--- config.mk ---
export PLATFORM = sky130hd
export DESIGN_NAME = serial_pwm_command_parser_top
export DESIGN_NICKNAME = d
export VERILOG_FILES = /design/src/rtl/spc_pkg.sv /design/src/rtl/serial_pwm_command_parser_top.sv /design/src/rtl/spc_parser.sv /design/src/rtl/spc_mul.sv /design/src/rtl/spc_div.sv
export SDC_FILE = /design/constraint.sdc
export NUM_CORES = 1
export LEC_CHECK = 0
export ABC_AREA = 1
export BUFFER_PORTS_ARGS = -buffer_cell sky130_fd_sc_hd__buf_4
export CORE_ASPECT_RATIO = 0.7
export CORE_MARGIN = 4
export CORE_UTILIZATION = 53
export DETAILED_ROUTE_END_ITERATION = 12
export GPL_TIMING_DRIVEN = 0
export HOLD_SLACK_MARGIN = 0.02
export PLACE_DENSITY = 0.71
export SLEW_MARGIN = 20
export SYNTH_ARGS = -nofsm -noshare
export SYNTH_HDL_FRONTEND = slang
export SYNTH_SLANG_ARGS = --single-unit
export TNS_END_PERCENT = 10
--- constraint.sdc ---
create_clock -name clk -period 4.96 [get_ports clk]
set_clock_uncertainty 0.15 [all_clocks]
set_input_delay 0.496 -clock clk [delete_from_list [all_inputs] [get_ports clk]]
set_output_delay 0.496 -clock clk [all_outputs]
set_load 0.05 [all_outputs]
--- src/rtl/spc_pkg.sv ---
// shared types, constants and codes for the serial pwm command parser
package spc_pkg;

  localparam int PERIOD_BITS_DEF = 16;

  localparam int CHAR_W  = 8;
  localparam int TICK_W  = 24;
  localparam int FREQ_W  = 16;
  localparam int OUT_W   = 16;
  localparam int DUTY_W  = 7;
  localparam int ACC_W   = 17;
  localparam int CFG_W   = 24;
  localparam int CFG_IDX_W = 2;

  localparam logic [ACC_W-1:0]  ACC_MAX  = 17'd131071;
  localparam logic [ACC_W-1:0]  DUTY_MAX = 17'd100;
  localparam logic [FREQ_W-1:0] PCT_DIVISOR = 16'd100;

  localparam logic [TICK_W-1:0] TICK_RATE_RST      = 24'd1000000;
  localparam logic [FREQ_W-1:0] FREQ_LIMIT_RST     = 16'd4095;
  localparam logic [FREQ_W-1:0] INITIAL_PERIOD_RST = 16'd1000;

  localparam logic [CHAR_W-1:0] CH_DUTY  = 8'h64;  // 'd'
  localparam logic [CHAR_W-1:0] CH_FREQ  = 8'h66;  // 'f'
  localparam logic [CHAR_W-1:0] CH_TERM  = 8'h3B;  // ';'
  localparam logic [CHAR_W-1:0] CH_ZERO  = 8'h30;  // '0'
  localparam logic [CHAR_W-1:0] CH_NINE  = 8'h39;  // '9'
  localparam logic [CHAR_W-1:0] CH_RED   = 8'h72;  // 'r'
  localparam logic [CHAR_W-1:0] CH_GREEN = 8'h67;  // 'g'
  localparam logic [CHAR_W-1:0] CH_BLUE  = 8'h62;  // 'b'

  typedef enum logic [CFG_IDX_W-1:0] {
    CFG_TICK_RATE      = 2'd0,
    CFG_FREQ_LIMIT     = 2'd1,
    CFG_INITIAL_PERIOD = 2'd2
  } cfg_idx_t;

  typedef enum logic [2:0] {
    S_IDLE,
    S_FREQ,
    S_MUL_GO,
    S_MUL,
    S_CMP,
    S_DONE
  } state_t;

  // decision taken on a terminator, valid in the cycle a request is accepted
  typedef struct packed {
    logic              duty_ok;
    logic              freq_ok;
    logic [DUTY_W-1:0] duty;
    logic [FREQ_W-1:0] freq;
  } cmd_t;

endpackage

--- src/rtl/serial_pwm_command_parser_top.sv ---
// serial pwm command parser: handshake, settings registers and sequencer
//
// Characters come in on rx_char with in_valid/in_ready; each accepted
// character yields exactly one result on the output channel (out_valid /
// out_ready) carrying period, compare, duty_percent, the three led states
// and applied. Results sit in an output register; the next character is
// taken once its result has moved into that register, so a stalled
// receiver holds at most one result plus one finished character.
// Most characters need no arithmetic. A ';' that
// accepts a frequency runs the serial divider over DIV_W bits
// (max(24, PERIOD_BITS + 7)), then the shift-add multiply and a second
// DIV_W-bit divide by 100 for the compare value. A ';' that only changes
// duty, or the first character after initial_period was rewritten, skips
// the first divide. One character is in flight at a time.
// Synchronous reset clears the command state, loads the register reset
// values and sets the period value to the initial_period reset value.
// Configuration writes take effect at once, initial_period only until a
// frequency has been applied. Configuration writes are to be made only
// while the block is idle; the block itself does not enforce this.
module serial_pwm_command_parser_top
  import spc_pkg::*;
#(
  parameter int PERIOD_BITS = PERIOD_BITS_DEF
) (
  input  logic                 clk,
  input  logic                 rst,
  input  logic                 cfg_wr_en,
  input  logic [CFG_IDX_W-1:0] cfg_index,
  input  logic [CFG_W-1:0]     cfg_data,
  input  logic                 in_valid,
  output logic                 in_ready,
  input  logic [CHAR_W-1:0]    rx_char,
  output logic                 out_valid,
  input  logic                 out_ready,
  output logic [OUT_W-1:0]     period,
  output logic [OUT_W-1:0]     compare,
  output logic [DUTY_W-1:0]    duty_percent,
  output logic                 led_red,
  output logic                 led_green,
  output logic                 led_blue,
  output logic                 applied
);

  localparam int PROD_W = PERIOD_BITS + DUTY_W;
  localparam int DIV_W  = (PROD_W > TICK_W) ? PROD_W : TICK_W;

  state_t state, state_next;

  logic [TICK_W-1:0]      tick_rate;
  logic [FREQ_W-1:0]      freq_limit;
  logic [PERIOD_BITS-1:0] period_value;
  logic [DUTY_W-1:0]      duty_value;
  logic [OUT_W-1:0]       compare_value;
  logic                   freq_loaded;
  logic                   cmp_stale;
  logic                   applied_hold;

  logic                   accept;
  logic                   out_load;
  cmd_t                   cmd;
  logic [2:0]             leds;

  logic                   div_start;
  logic                   div_busy;
  logic [DIV_W-1:0]       div_dividend;
  logic [FREQ_W-1:0]      div_divisor;
  logic [DIV_W-1:0]       quotient;
  logic                   mul_start;
  logic                   mul_busy;
  logic [PROD_W-1:0]      product;

  assign accept = in_valid && in_ready;

  spc_parser u_parser (
    .clk        (clk),
    .rst        (rst),
    .accept     (accept),
    .rx_char    (rx_char),
    .freq_limit (freq_limit),
    .cmd        (cmd),
    .leds       (leds)
  );

  spc_mul #(
    .PERIOD_BITS (PERIOD_BITS)
  ) u_mul (
    .clk      (clk),
    .rst      (rst),
    .start    (mul_start),
    .duty     (duty_value),
    .mcand_in (period_value),
    .busy     (mul_busy),
    .product  (product)
  );

  spc_div #(
    .DVD_W (DIV_W),
    .DVS_W (FREQ_W)
  ) u_div (
    .clk      (clk),
    .rst      (rst),
    .start    (div_start),
    .dividend (div_dividend),
    .divisor  (div_divisor),
    .busy     (div_busy),
    .quotient (quotient)
  );

  // shared divider: tick_rate / freq from idle, product / 100 after multiply
  always_comb begin
    if (state == S_IDLE) begin
      div_dividend = DIV_W'(tick_rate);
      div_divisor  = cmd.freq;
    end else begin
      div_dividend = DIV_W'(product);
      div_divisor  = PCT_DIVISOR;
    end
  end

  always_ff @(posedge clk) begin
    if (rst) begin
      state <= S_IDLE;
    end else begin
      state <= state_next;
    end
  end

  always_comb begin
    state_next = state;
    in_ready   = 1'b0;
    div_start  = 1'b0;
    mul_start  = 1'b0;
    out_load   = 1'b0;
    unique case (state)
      S_IDLE: begin
        in_ready = 1'b1;
        if (in_valid) begin
          priority if (cmd.freq_ok) begin
            div_start  = 1'b1;
            state_next = S_FREQ;
          end else if (cmd.duty_ok || cmp_stale) begin
            state_next = S_MUL_GO;
          end else begin
            state_next = S_DONE;
          end
        end
      end
      S_FREQ: begin
        if (!div_busy) begin
          state_next = S_MUL_GO;
        end
      end
      S_MUL_GO: begin
        mul_start  = 1'b1;
        state_next = S_MUL;
      end
      S_MUL: begin
        if (!mul_busy) begin
          div_start  = 1'b1;
          state_next = S_CMP;
        end
      end
      S_CMP: begin
        if (!div_busy) begin
          state_next = S_DONE;
        end
      end
      S_DONE: begin
        if (!out_valid || out_ready) begin
          out_load   = 1'b1;
          state_next = S_IDLE;
        end
      end
      default: begin
        state_next = S_IDLE;
      end
    endcase
  end

  // settings and configuration registers
  always_ff @(posedge clk) begin
    if (rst) begin
      tick_rate     <= TICK_RATE_RST;
      freq_limit    <= FREQ_LIMIT_RST;
      period_value  <= PERIOD_BITS'(INITIAL_PERIOD_RST);
      duty_value    <= '0;
      compare_value <= '0;
      freq_loaded   <= 1'b0;
      cmp_stale     <= 1'b0;
      applied_hold  <= 1'b0;
    end else begin
      if (cfg_wr_en) begin
        unique case (cfg_index)
          CFG_TICK_RATE: begin
            tick_rate <= cfg_data[TICK_W-1:0];
          end
          CFG_FREQ_LIMIT: begin
            freq_limit <= cfg_data[FREQ_W-1:0];
          end
          CFG_INITIAL_PERIOD: begin
            if (!freq_loaded) begin
              period_value <= PERIOD_BITS'(cfg_data[FREQ_W-1:0]);
              cmp_stale    <= 1'b1;
            end
          end
          default: begin
          end
        endcase
      end
      if (accept) begin
        applied_hold <= cmd.duty_ok || cmd.freq_ok;
        if (cmd.duty_ok) begin
          duty_value <= cmd.duty;
        end
      end
      if (state == S_FREQ && !div_busy) begin
        period_value <= quotient[PERIOD_BITS-1:0];
        freq_loaded  <= 1'b1;
      end
      if (state == S_CMP && !div_busy) begin
        compare_value <= quotient[OUT_W-1:0];
        cmp_stale     <= 1'b0;
      end
    end
  end

  // output register
  always_ff @(posedge clk) begin
    if (rst) begin
      out_valid <= 1'b0;
    end else if (out_load) begin
      out_valid <= 1'b1;
    end else if (out_ready) begin
      out_valid <= 1'b0;
    end
  end

  always_ff @(posedge clk) begin
    if (out_load) begin
      period       <= OUT_W'(period_value);
      compare      <= compare_value;
      duty_percent <= duty_value;
      led_red      <= leds[0];
      led_green    <= leds[1];
      led_blue     <= leds[2];
      applied      <= applied_hold;
    end
  end

endmodule

--- src/rtl/spc_parser.sv ---
// character decoder: mode flags, decimal accumulators and led toggles
module spc_parser
  import spc_pkg::*;
(
  input  logic              clk,
  input  logic              rst,
  input  logic              accept,
  input  logic [CHAR_W-1:0] rx_char,
  input  logic [FREQ_W-1:0] freq_limit,
  output cmd_t              cmd,
  output logic [2:0]        leds
);

  logic             duty_armed, duty_armed_next;
  logic             freq_armed, freq_armed_next;
  logic [ACC_W-1:0] duty_accum, duty_accum_next;
  logic [ACC_W-1:0] freq_accum, freq_accum_next;
  logic             duty_seen, duty_seen_next;
  logic             freq_seen, freq_seen_next;
  logic [2:0]       led_bits, led_bits_next;

  logic             is_term;
  logic             is_digit;
  logic [3:0]       digit;
  logic [ACC_W-1:0] acc_src;
  logic [ACC_W+3:0] acc_wide;
  logic [ACC_W-1:0] acc_sat;

  assign is_term  = (rx_char == CH_TERM);
  assign is_digit = (rx_char >= CH_ZERO) && (rx_char <= CH_NINE);
  assign digit    = rx_char[3:0];

  // times ten as two shifts, saturating
  assign acc_src  = duty_armed ? duty_accum : freq_accum;
  assign acc_wide = {1'b0, acc_src, 3'b000} + {3'b000, acc_src, 1'b0} + {17'd0, digit};
  assign acc_sat  = (acc_wide > {4'd0, ACC_MAX}) ? ACC_MAX : acc_wide[ACC_W-1:0];

  assign cmd.duty_ok = is_term && duty_seen && (duty_accum <= DUTY_MAX);
  assign cmd.freq_ok = is_term && freq_seen && (freq_accum != '0)
                       && (freq_accum <= {1'b0, freq_limit});
  assign cmd.duty = duty_accum[DUTY_W-1:0];
  assign cmd.freq = freq_accum[FREQ_W-1:0];

  assign leds = led_bits;

  always_comb begin
    duty_armed_next = duty_armed;
    freq_armed_next = freq_armed;
    duty_accum_next = duty_accum;
    freq_accum_next = freq_accum;
    duty_seen_next  = duty_seen;
    freq_seen_next  = freq_seen;
    led_bits_next   = led_bits;
    if (accept) begin
      priority if (rx_char == CH_DUTY) begin
        duty_armed_next = 1'b1;
      end else if (rx_char == CH_FREQ) begin
        freq_armed_next = 1'b1;
      end else if (is_term) begin
        duty_armed_next = 1'b0;
        freq_armed_next = 1'b0;
        duty_accum_next = '0;
        freq_accum_next = '0;
        duty_seen_next  = 1'b0;
        freq_seen_next  = 1'b0;
      end else if (is_digit) begin
        if (duty_armed) begin
          duty_accum_next = acc_sat;
          duty_seen_next  = 1'b1;
        end else if (freq_armed) begin
          freq_accum_next = acc_sat;
          freq_seen_next  = 1'b1;
        end
      end else if (!(duty_armed && freq_armed)) begin
        if (rx_char == CH_RED) begin
          led_bits_next = led_bits ^ 3'b001;
        end else if (rx_char == CH_GREEN) begin
          led_bits_next = led_bits ^ 3'b010;
        end else if (rx_char == CH_BLUE) begin
          led_bits_next = led_bits ^ 3'b100;
        end
      end
    end
  end

  always_ff @(posedge clk) begin
    if (rst) begin
      duty_armed <= 1'b0;
      freq_armed <= 1'b0;
      duty_accum <= '0;
      freq_accum <= '0;
      duty_seen  <= 1'b0;
      freq_seen  <= 1'b0;
      led_bits   <= '0;
    end else begin
      duty_armed <= duty_armed_next;
      freq_armed <= freq_armed_next;
      duty_accum <= duty_accum_next;
      freq_accum <= freq_accum_next;
      duty_seen  <= duty_seen_next;
      freq_seen  <= freq_seen_next;
      led_bits   <= led_bits_next;
    end
  end

endmodule

--- src/rtl/spc_mul.sv ---
// bit-serial shift-add multiplier: duty percent times period
module spc_mul
  import spc_pkg::*;
#(
  parameter int PERIOD_BITS = PERIOD_BITS_DEF
) (
  input  logic                          clk,
  input  logic                          rst,
  input  logic                          start,
  input  logic [DUTY_W-1:0]             duty,
  input  logic [PERIOD_BITS-1:0]        mcand_in,
  output logic                          busy,
  output logic [PERIOD_BITS+DUTY_W-1:0] product
);

  localparam int CNT_W = $clog2(DUTY_W + 1);

  logic [PERIOD_BITS-1:0]        mcand;
  logic [PERIOD_BITS+DUTY_W-1:0] prod;
  logic [CNT_W-1:0]              count;
  logic [PERIOD_BITS:0]          sum;

  // upper half gathers partial sums, lower half shifts out multiplier bits
  assign sum = {1'b0, prod[PERIOD_BITS+DUTY_W-1:DUTY_W]}
             + (prod[0] ? {1'b0, mcand} : '0);

  assign busy    = (count != '0);
  assign product = prod;

  always_ff @(posedge clk) begin
    if (rst) begin
      count <= '0;
    end else if (start) begin
      count <= CNT_W'(DUTY_W);
    end else if (busy) begin
      count <= count - CNT_W'(1);
    end
  end

  always_ff @(posedge clk) begin
    if (start) begin
      mcand <= mcand_in;
      prod  <= (PERIOD_BITS+DUTY_W)'(duty);
    end else if (busy) begin
      prod  <= {sum, prod[DUTY_W-1:1]};
    end
  end

endmodule

--- src/rtl/spc_div.sv ---
// bit-serial restoring divider, one quotient bit per cycle
module spc_div
  import spc_pkg::*;
#(
  parameter int DVD_W = TICK_W,
  parameter int DVS_W = FREQ_W
) (
  input  logic             clk,
  input  logic             rst,
  input  logic             start,
  input  logic [DVD_W-1:0] dividend,
  input  logic [DVS_W-1:0] divisor,
  output logic             busy,
  output logic [DVD_W-1:0] quotient
);

  localparam int CNT_W = $clog2(DVD_W + 1);

  logic [DVD_W-1:0] dvd;
  logic [DVS_W-1:0] rem;
  logic [DVS_W-1:0] dvs;
  logic [CNT_W-1:0] count;
  logic [DVS_W:0]   shifted;
  logic [DVS_W:0]   diff;
  logic             ge;

  assign shifted = {rem, dvd[DVD_W-1]};
  assign ge      = (shifted >= {1'b0, dvs});
  assign diff    = shifted - {1'b0, dvs};

  assign busy     = (count != '0);
  assign quotient = dvd;

  always_ff @(posedge clk) begin
    if (rst) begin
      count <= '0;
    end else if (start) begin
      count <= CNT_W'(DVD_W);
    end else if (busy) begin
      count <= count - CNT_W'(1);
    end
  end

  // quotient bits shift in behind the dividend bits
  always_ff @(posedge clk) begin
    if (start) begin
      dvd <= dividend;
      rem <= '0;
      dvs <= divisor;
    end else if (busy) begin
      dvd <= {dvd[DVD_W-2:0], ge};
      rem <= ge ? diff[DVS_W-1:0] : shifted[DVS_W-1:0];
    end
  end

endmodule

# Word level (Yosys, flattened, before mapping)
# Cells that the tools add are included.
dict set report classes {
  n_eq_ne 21
  n_div 0
  magnitude_cmp 6
  bitwise 11
  n_mux 55
  shifts 0
  n_reduce_logical 45
  multipliers 0
  add_sub_neg 6
}
# op n
set op_table {}
lappend op_table {{two-way mux 17 bit} 9}
lappend op_table {{two-way mux 16 bit} 6}
lappend op_table {{two-way mux 24 bit} 3}
lappend op_table {{equality test 8 x 7 -> 1 bit (second input constant)} 5}
lappend op_table {{two-way mux 3 bit} 9}
lappend op_table {{adder 20 x 18 -> 21 bit} 1}
lappend op_table {{adder 21 x 4 -> 21 bit} 1}
lappend op_table {{greater-than comparator 21 x 17 -> 1 bit (second input constant)} 1}
lappend op_table {{two-way mux 1 bit} 21}
lappend op_table {{nonzero test 2 bit} 10}
lappend op_table {{one-hot mux 3 bit (6 select lines)} 1}
lappend op_table {{adder 16 x 16 -> 17 bit} 1}
lappend op_table {{greater-or-equal comparator 17 x 16 -> 1 bit} 1}
lappend op_table {{less-or-equal comparator 17 x 16 -> 1 bit} 1}
lappend op_table {{less-or-equal comparator 17 x 7 -> 1 bit (second input constant)} 1}
lappend op_table {{nonzero test 17 bit} 1}
lappend op_table {{subtractor 16 bit} 1}
lappend op_table {{two-way mux 7 bit} 2}
lappend op_table {{!= test 2 bit (second input constant)} 6}
lappend op_table {{AND reduction 3 bit} 4}
lappend op_table {{NOT 1 bit} 11}
lappend op_table {{logical AND 1 bit} 10}
lappend op_table {{two-way mux 5 bit} 2}
lappend op_table {{AND reduction 5 bit} 2}
lappend op_table {{25 further kinds} 34}
dict set report word_totals {
  rom_bits 0
  output_inout_bits 45
  mem_count 0
  word_cells 179
  regBits 273
  latch_bits 0
  ramBits 0
  inputBits 39
}

# Longest topological paths before layout
dict set report logic_depth {
  depth_word 9
  mapped_depth 21
  mapped_depth_nobuf 19
}

# Modules after synthesis
# From an unflattened synthesis, not the netlist that was laid out.
dict set report hier_totals {
  cells_unflattened 2030
  area_unflattened_um2 15462.3
}
# module area_each_um2 seq_area_each_um2 instances cells_per_inst
set by_module_without_submodules {}
lappend by_module_without_submodules {serial_pwm_command_parser_top 5191.2 3012.9 1 600}
lappend by_module_without_submodules {spc_parser 4001.3 820.8 1 607}
lappend by_module_without_submodules {spc_div 3701.0 1621.6 1 472}
lappend by_module_without_submodules {spc_mul 2568.7 1071.0 1 351}

# Worst setup path after synthesis
# No wires, ideal clock.
dict set report synth_path {
  path_type {register -> register}
  startpoint {register u_parser.duty_armed}
  endpoint {register u_parser.freq_accum[13]}
  setup_ps 128
  required_time_ps 4682
  path_stages_with_launch 21
  period_less_slack_ps 3270
  setup_slack_ps 1690
  arrival_time_ps 2992
  path_buffers 2
  cell_sequence {dfxtp_1 -> clkbuf_1 -> inv_1 -> or2_2 -> o21ai_0 -> fa_1 -> inv_1 -> ha_1 -> nand3_1 -> nand3_1 -> nand2_1 -> nand2_1 -> nand2_1 -> nand2_1 -> nand2_1 -> nand2_1 -> nor2_2 -> buf_4 -> nand4_1 -> nand2_1 -> a21oi_1}
}
dict set report synth_between {
  elab_chain_len 9
  elab_cells_between_ends 11
  cone_classes {add/sub: 2; order compare: 1; eq/ne: 1; mux: 6; reduce/logical: 1}
}
# element line
set synth_rtl {}
lappend synth_rtl {{start, declared} spc_parser.sv:14} ;# logic duty_armed, duty_armed_next;
lappend synth_rtl {{start signal, assigned} spc_parser.sv:96} ;# duty_armed <= duty_armed_next;
lappend synth_rtl {{two-way mux 17 bit} spc_parser.sv:34} ;# assign acc_src = duty_armed ? duty_accum : freq_accum;
lappend synth_rtl {{adder 20 x 18 -> 21 bit} spc_parser.sv:35} ;# assign acc_wide = {1'b0, acc_src, 3'b000} + {3'b000, acc_src, 1'b0} + {17'd0, digit};
lappend synth_rtl {{adder 21 x 4 -> 21 bit} spc_parser.sv:35}
lappend synth_rtl {{greater-than comparator 21 x 17 -> 1 bit} spc_parser.sv:36} ;# assign acc_sat = (acc_wide > {4'd0, ACC_MAX}) ? ACC_MAX : acc_wide[ACC_W-1:0];
lappend synth_rtl {{two-way mux 17 bit} spc_parser.sv:36}
lappend synth_rtl {{two-way mux 17 bit} spc_parser.sv:70} ;# end else if (freq_armed) begin
lappend synth_rtl {{two-way mux 17 bit} spc_parser.sv:67} ;# if (duty_armed) begin
lappend synth_rtl {{two-way mux 17 bit} spc_parser.sv:66} ;# end else if (is_digit) begin
lappend synth_rtl {{two-way mux 17 bit} spc_parser.sv:59} ;# end else if (is_term) begin
lappend synth_rtl {{end signal, assigned} spc_parser.sv:99} ;# freq_accum <= freq_accum_next;
lappend synth_rtl {{end, declared} spc_parser.sv:17} ;# logic [ACC_W-1:0] freq_accum, freq_accum_next;
# Parallel ways exist; a longest one is shown, timed or not. The select of a mux whose other input is x is not followed.
# A chain may end at the register's enable or synchronous reset.

# Final worst setup path
dict set report layout_path {
  startpoint {register u_parser.duty_armed}
  endpoint {register u_parser.freq_accum[12]}
}
# Same word-level chain as after synthesis.

==> impl_metrics.toml <==
[status]
status = "complete, no violations"

[drt]
drt_wl_total_mm = 41.25
via_per_inst = 5.576
num_vias = 12920
drtIter0Drc = 1302
drtAntennaViolNets = 0
firstDrtPassIters = 6
drc = 0
wl_per_cell_um = 17.80

[die]
rows = 50
fp.dieW_um = 205.6
die_h_um = 146.3
initial_utilization_pct = 53.96
core_area_um2 = 26840
die-area_um2 = 30080
io_pins = 84

[critical_path]
rr_endpoint = "u_parser.freq_accum[12]$_SDFFE_PP0P_"
crit_required_ns = 5.21
cp-startpoint = "u_parser.duty_armed$_SDFFE_PP0P_"
reg2reg_depth = 19
crit_type = "flop to flop"
crit_fanout = 10
startpoint_type = "flop"
worstPathArrival_ns = 4.60
endpoint_kind = "flop"
reg2reg_slack_ns = 0.61
worstReg2RegStart = "u_parser.duty_armed$_SDFFE_PP0P_"
cp-endpoint = "u_parser.freq_accum[12]$_SDFFE_PP0P_"

[synth]
synth_top_cell_area_share_pct = 23.08
synth_area_um2 = 14480
synth-edff-count = 106
ys_seq_area_share_pct = 45.06
ys_types = 48
synth_warnings = 0
syn_nets = 1947
synth-main-ff-cell = "dfxtp_1"
syn_avg_cell_area_um2 = 7.962
synth.area.top_cells = "dfxtp_1, edfxtp_1, nand2_1"
synth_seq_cells = 273
syn_inst = 1819
async_flop_share_pct = 0
synth_top_cell_by_area = "dfxtp_1"

[global_routing]
antenna_found_initial = 0
grtUsageTotal_pct = 26.92
overflow = 0
grt_pass1_wl_mm = 64.78
grt_pass1_vias = 11800
grt_max_degree = 30

[cts]
clock_path_buffers = 3
clock-sinks = 273
cts_root_buffer = "clkbuf_16"
numCtsBuffers = 25
cts_hold_buf = 2
cts_resized = 0
insertion_delay_ns = 0.54
post-cts-setup-buffer-count = 0
cts_tree = "done"
clkTransAtPathRegs_ns = 0.07
cts_max_level = 1

[place]
io_buffers = 83
gp_congestion = 0.9889
dp_hpwl_mm = 31.87
pre_cts_ws_ns = 0.7768

[power_and_ir_drop]
p_clk_share_pct = 23.5
internal_power_w = 0.005183
p_switching_w = 0.003360
swShare_pct = 39.33
peakVddDrop_v = 0.0003044
pwr-share-comb_pct = 37.6
pwr-share-seq_pct = 38.9
power_density_nw_per_um2 = 518.4
power_leakage_nw = 7.744

[layout]
drive_gt1_share_pct = 9.985
layout_commonest_cell = "nand2_1"
mostFrequentLayoutCells = "nand2_1, inv_1, dfxtp_1"
utilization_pct = 61.41
nNetsFinal = 2062
nFillCells = 2412
n_antenna_cell = 0
area_growth_pct = 13.80

[sta]
hold_viol_final = 0
fin_crit_sh_pct = 87.76
max_slew_margin_pct = 38.72
rsz0062_at_grt = "no"
min_period_ns = 4.353
worst_slack_ns = 0.6071
setup_violations = 0
worst_pin_slew_ns = 0.9192
final_max_slew_viol_count = 0
max_freq_mhz = 229.7
fin_tns_setup_ns = 0

[run]
max_cap_viol_count = 0

[hold_path]
hp-class = "input port to flop"
[cell type report]
| class | count | area (µm²) | share of cell area (%) |
|---|---|---|---|
| multi-input cells | 1236 | 6760 | 41.02 |
| flip-flops and latches | 273 | 6526 | 39.60 |
| inverters | 239 | 897.1 | 5.443 |
| clock buffers | 31 | 688.2 | 4.176 |
| repair buffers | 88 | 678.2 | 4.115 |
| well taps | 364 | 455.4 | 2.763 |
| plain buffers | 71 | 316.6 | 1.921 |
| clock inverters | 15 | 158.9 | 0.9642 |
[synthesized netlist by cell type (4+ instances only)]
| library cell | count |
|---|---|
| o21a_1 | 8 |
| nand3b_1 | 18 |
| or2_2 | 18 |
| nand4_1 | 32 |
| edfxtp_1 | 106 |
| xnor2_1 | 16 |
| fa_1 | 4 |
| o21ai_1 | 15 |
| o21ai_0 | 140 |
| nor3_1 | 32 |
| ha_1 | 85 |
| nor2_1 | 144 |
| dfxtp_1 | 167 |
| inv_1 | 235 |
| buf_2 | 10 |
| clkbuf_1 | 50 |
| nand2_1 | 386 |
| a221oi_1 | 9 |
| o22ai_1 | 6 |
| a21oi_1 | 130 |
| xor2_1 | 7 |
| a211oi_1 | 4 |
| nand3_1 | 99 |
| buf_4 | 6 |
| o21bai_1 | 6 |
| nand2_2 | 4 |
| o211ai_1 | 36 |
| a21o_1 | 4 |
| a21oi_2 | 12 |
[sequential cells by signal (all words and copies together) (netlist names), 17 cells and up]
signal,count
tick_rate,24
u_div.quotient,24
u_mul.product,23
u_parser.duty_accum,17
u_parser.freq_accum,17
[kinds of logic after synthesis]
group	count (synthesis)	share of synthesized area, %
AOI/OAI and AO/OA	378	14.85
adders and majority gates	89	7.896
and+or+nand+nor	745	22.34
DFF	273	45.06
xor gates and xnor gates	23	1.391
buffers and inverters	310	8.380
muxes	1	0.07775
[through the flow]
stage               power, W  instances  instance area, µm²  hold slack, ns
floorplan           0.005535       1819               14480          0.2530
global placement    0.006398       2266               15560          0.2675
detailed placement  0.006485       2269               15610          0.2620
CTS                 0.008495       2317               16480         0.02485
global route        0.009063       2317               16480         0.04484
finish              0.008543       2317               16480         0.04329
[how the worst min path moves through the flow]
stage / startpoint / endpoint / slack, ns / cells after the start
3_3_place_gp: compare_value[10]$_SDFFE_PP0P_ / compare[10]$_DFFE_PP_ / 0.27 / 0
4_1_cts: cfg_data[17] / tick_rate[17]$_SDFFE_PP1P_ / 0.02 / 3
5_1_grt: cfg_data[17] / tick_rate[17]$_SDFFE_PP1P_ / 0.04 / 3
6_report: cfg_data[17] / tick_rate[17]$_SDFFE_PP1P_ / 0.04 / 3
3_5_place_dp: compare_value[7]$_SDFFE_PP0P_ / compare[7]$_DFFE_PP_ / 0.26 / 0
2_1_floorplan: compare_value[0]$_SDFFE_PP0P_ / compare[0]$_DFFE_PP_ / 0.25 / 0
[power by group through the flow]
stage | logic [W] | clock network, W | registers (W)
detailed placement | 0.00315 | 0 | 0.00334
finish | 0.00321 | 0.00201 | 0.00332
global route | 0.00360 | 0.00210 | 0.00336
floorplan | 0.00221 | 0 | 0.00333
CTS | 0.00317 | 0.00203 | 0.00330
global placement | 0.00306 | 0 | 0.00334
[layer usage]
layer	GRT usage (%)	share of wire, %	routed length [µm]
met5	0	0	0
met4	3.380	1.2	494
met3	6.550	11	4741
met2	36.01	38	15860
met1	44.49	49	20160
[critical path: stages (launching register included)]
cell,delay (ns)
dfxtp_1,0.31
clkbuf_1,0.33
clkbuf_1,0.42
o21ai_0,0.27
ha_1,0.34
ha_1,0.25
fa_1,0.44
nand3_1,0.10
nand3_1,0.13
nand2_1,0.10
nand2_1,0.16
nand2_1,0.13
nand2_1,0.06
nand2_1,0.06
nand2_1,0.09
nor2_2,0.33
buf_4,0.24
nand4_1,0.10
nand2_1,0.15
a21oi_1,0.08
Power figures use the tool's default switching activity.
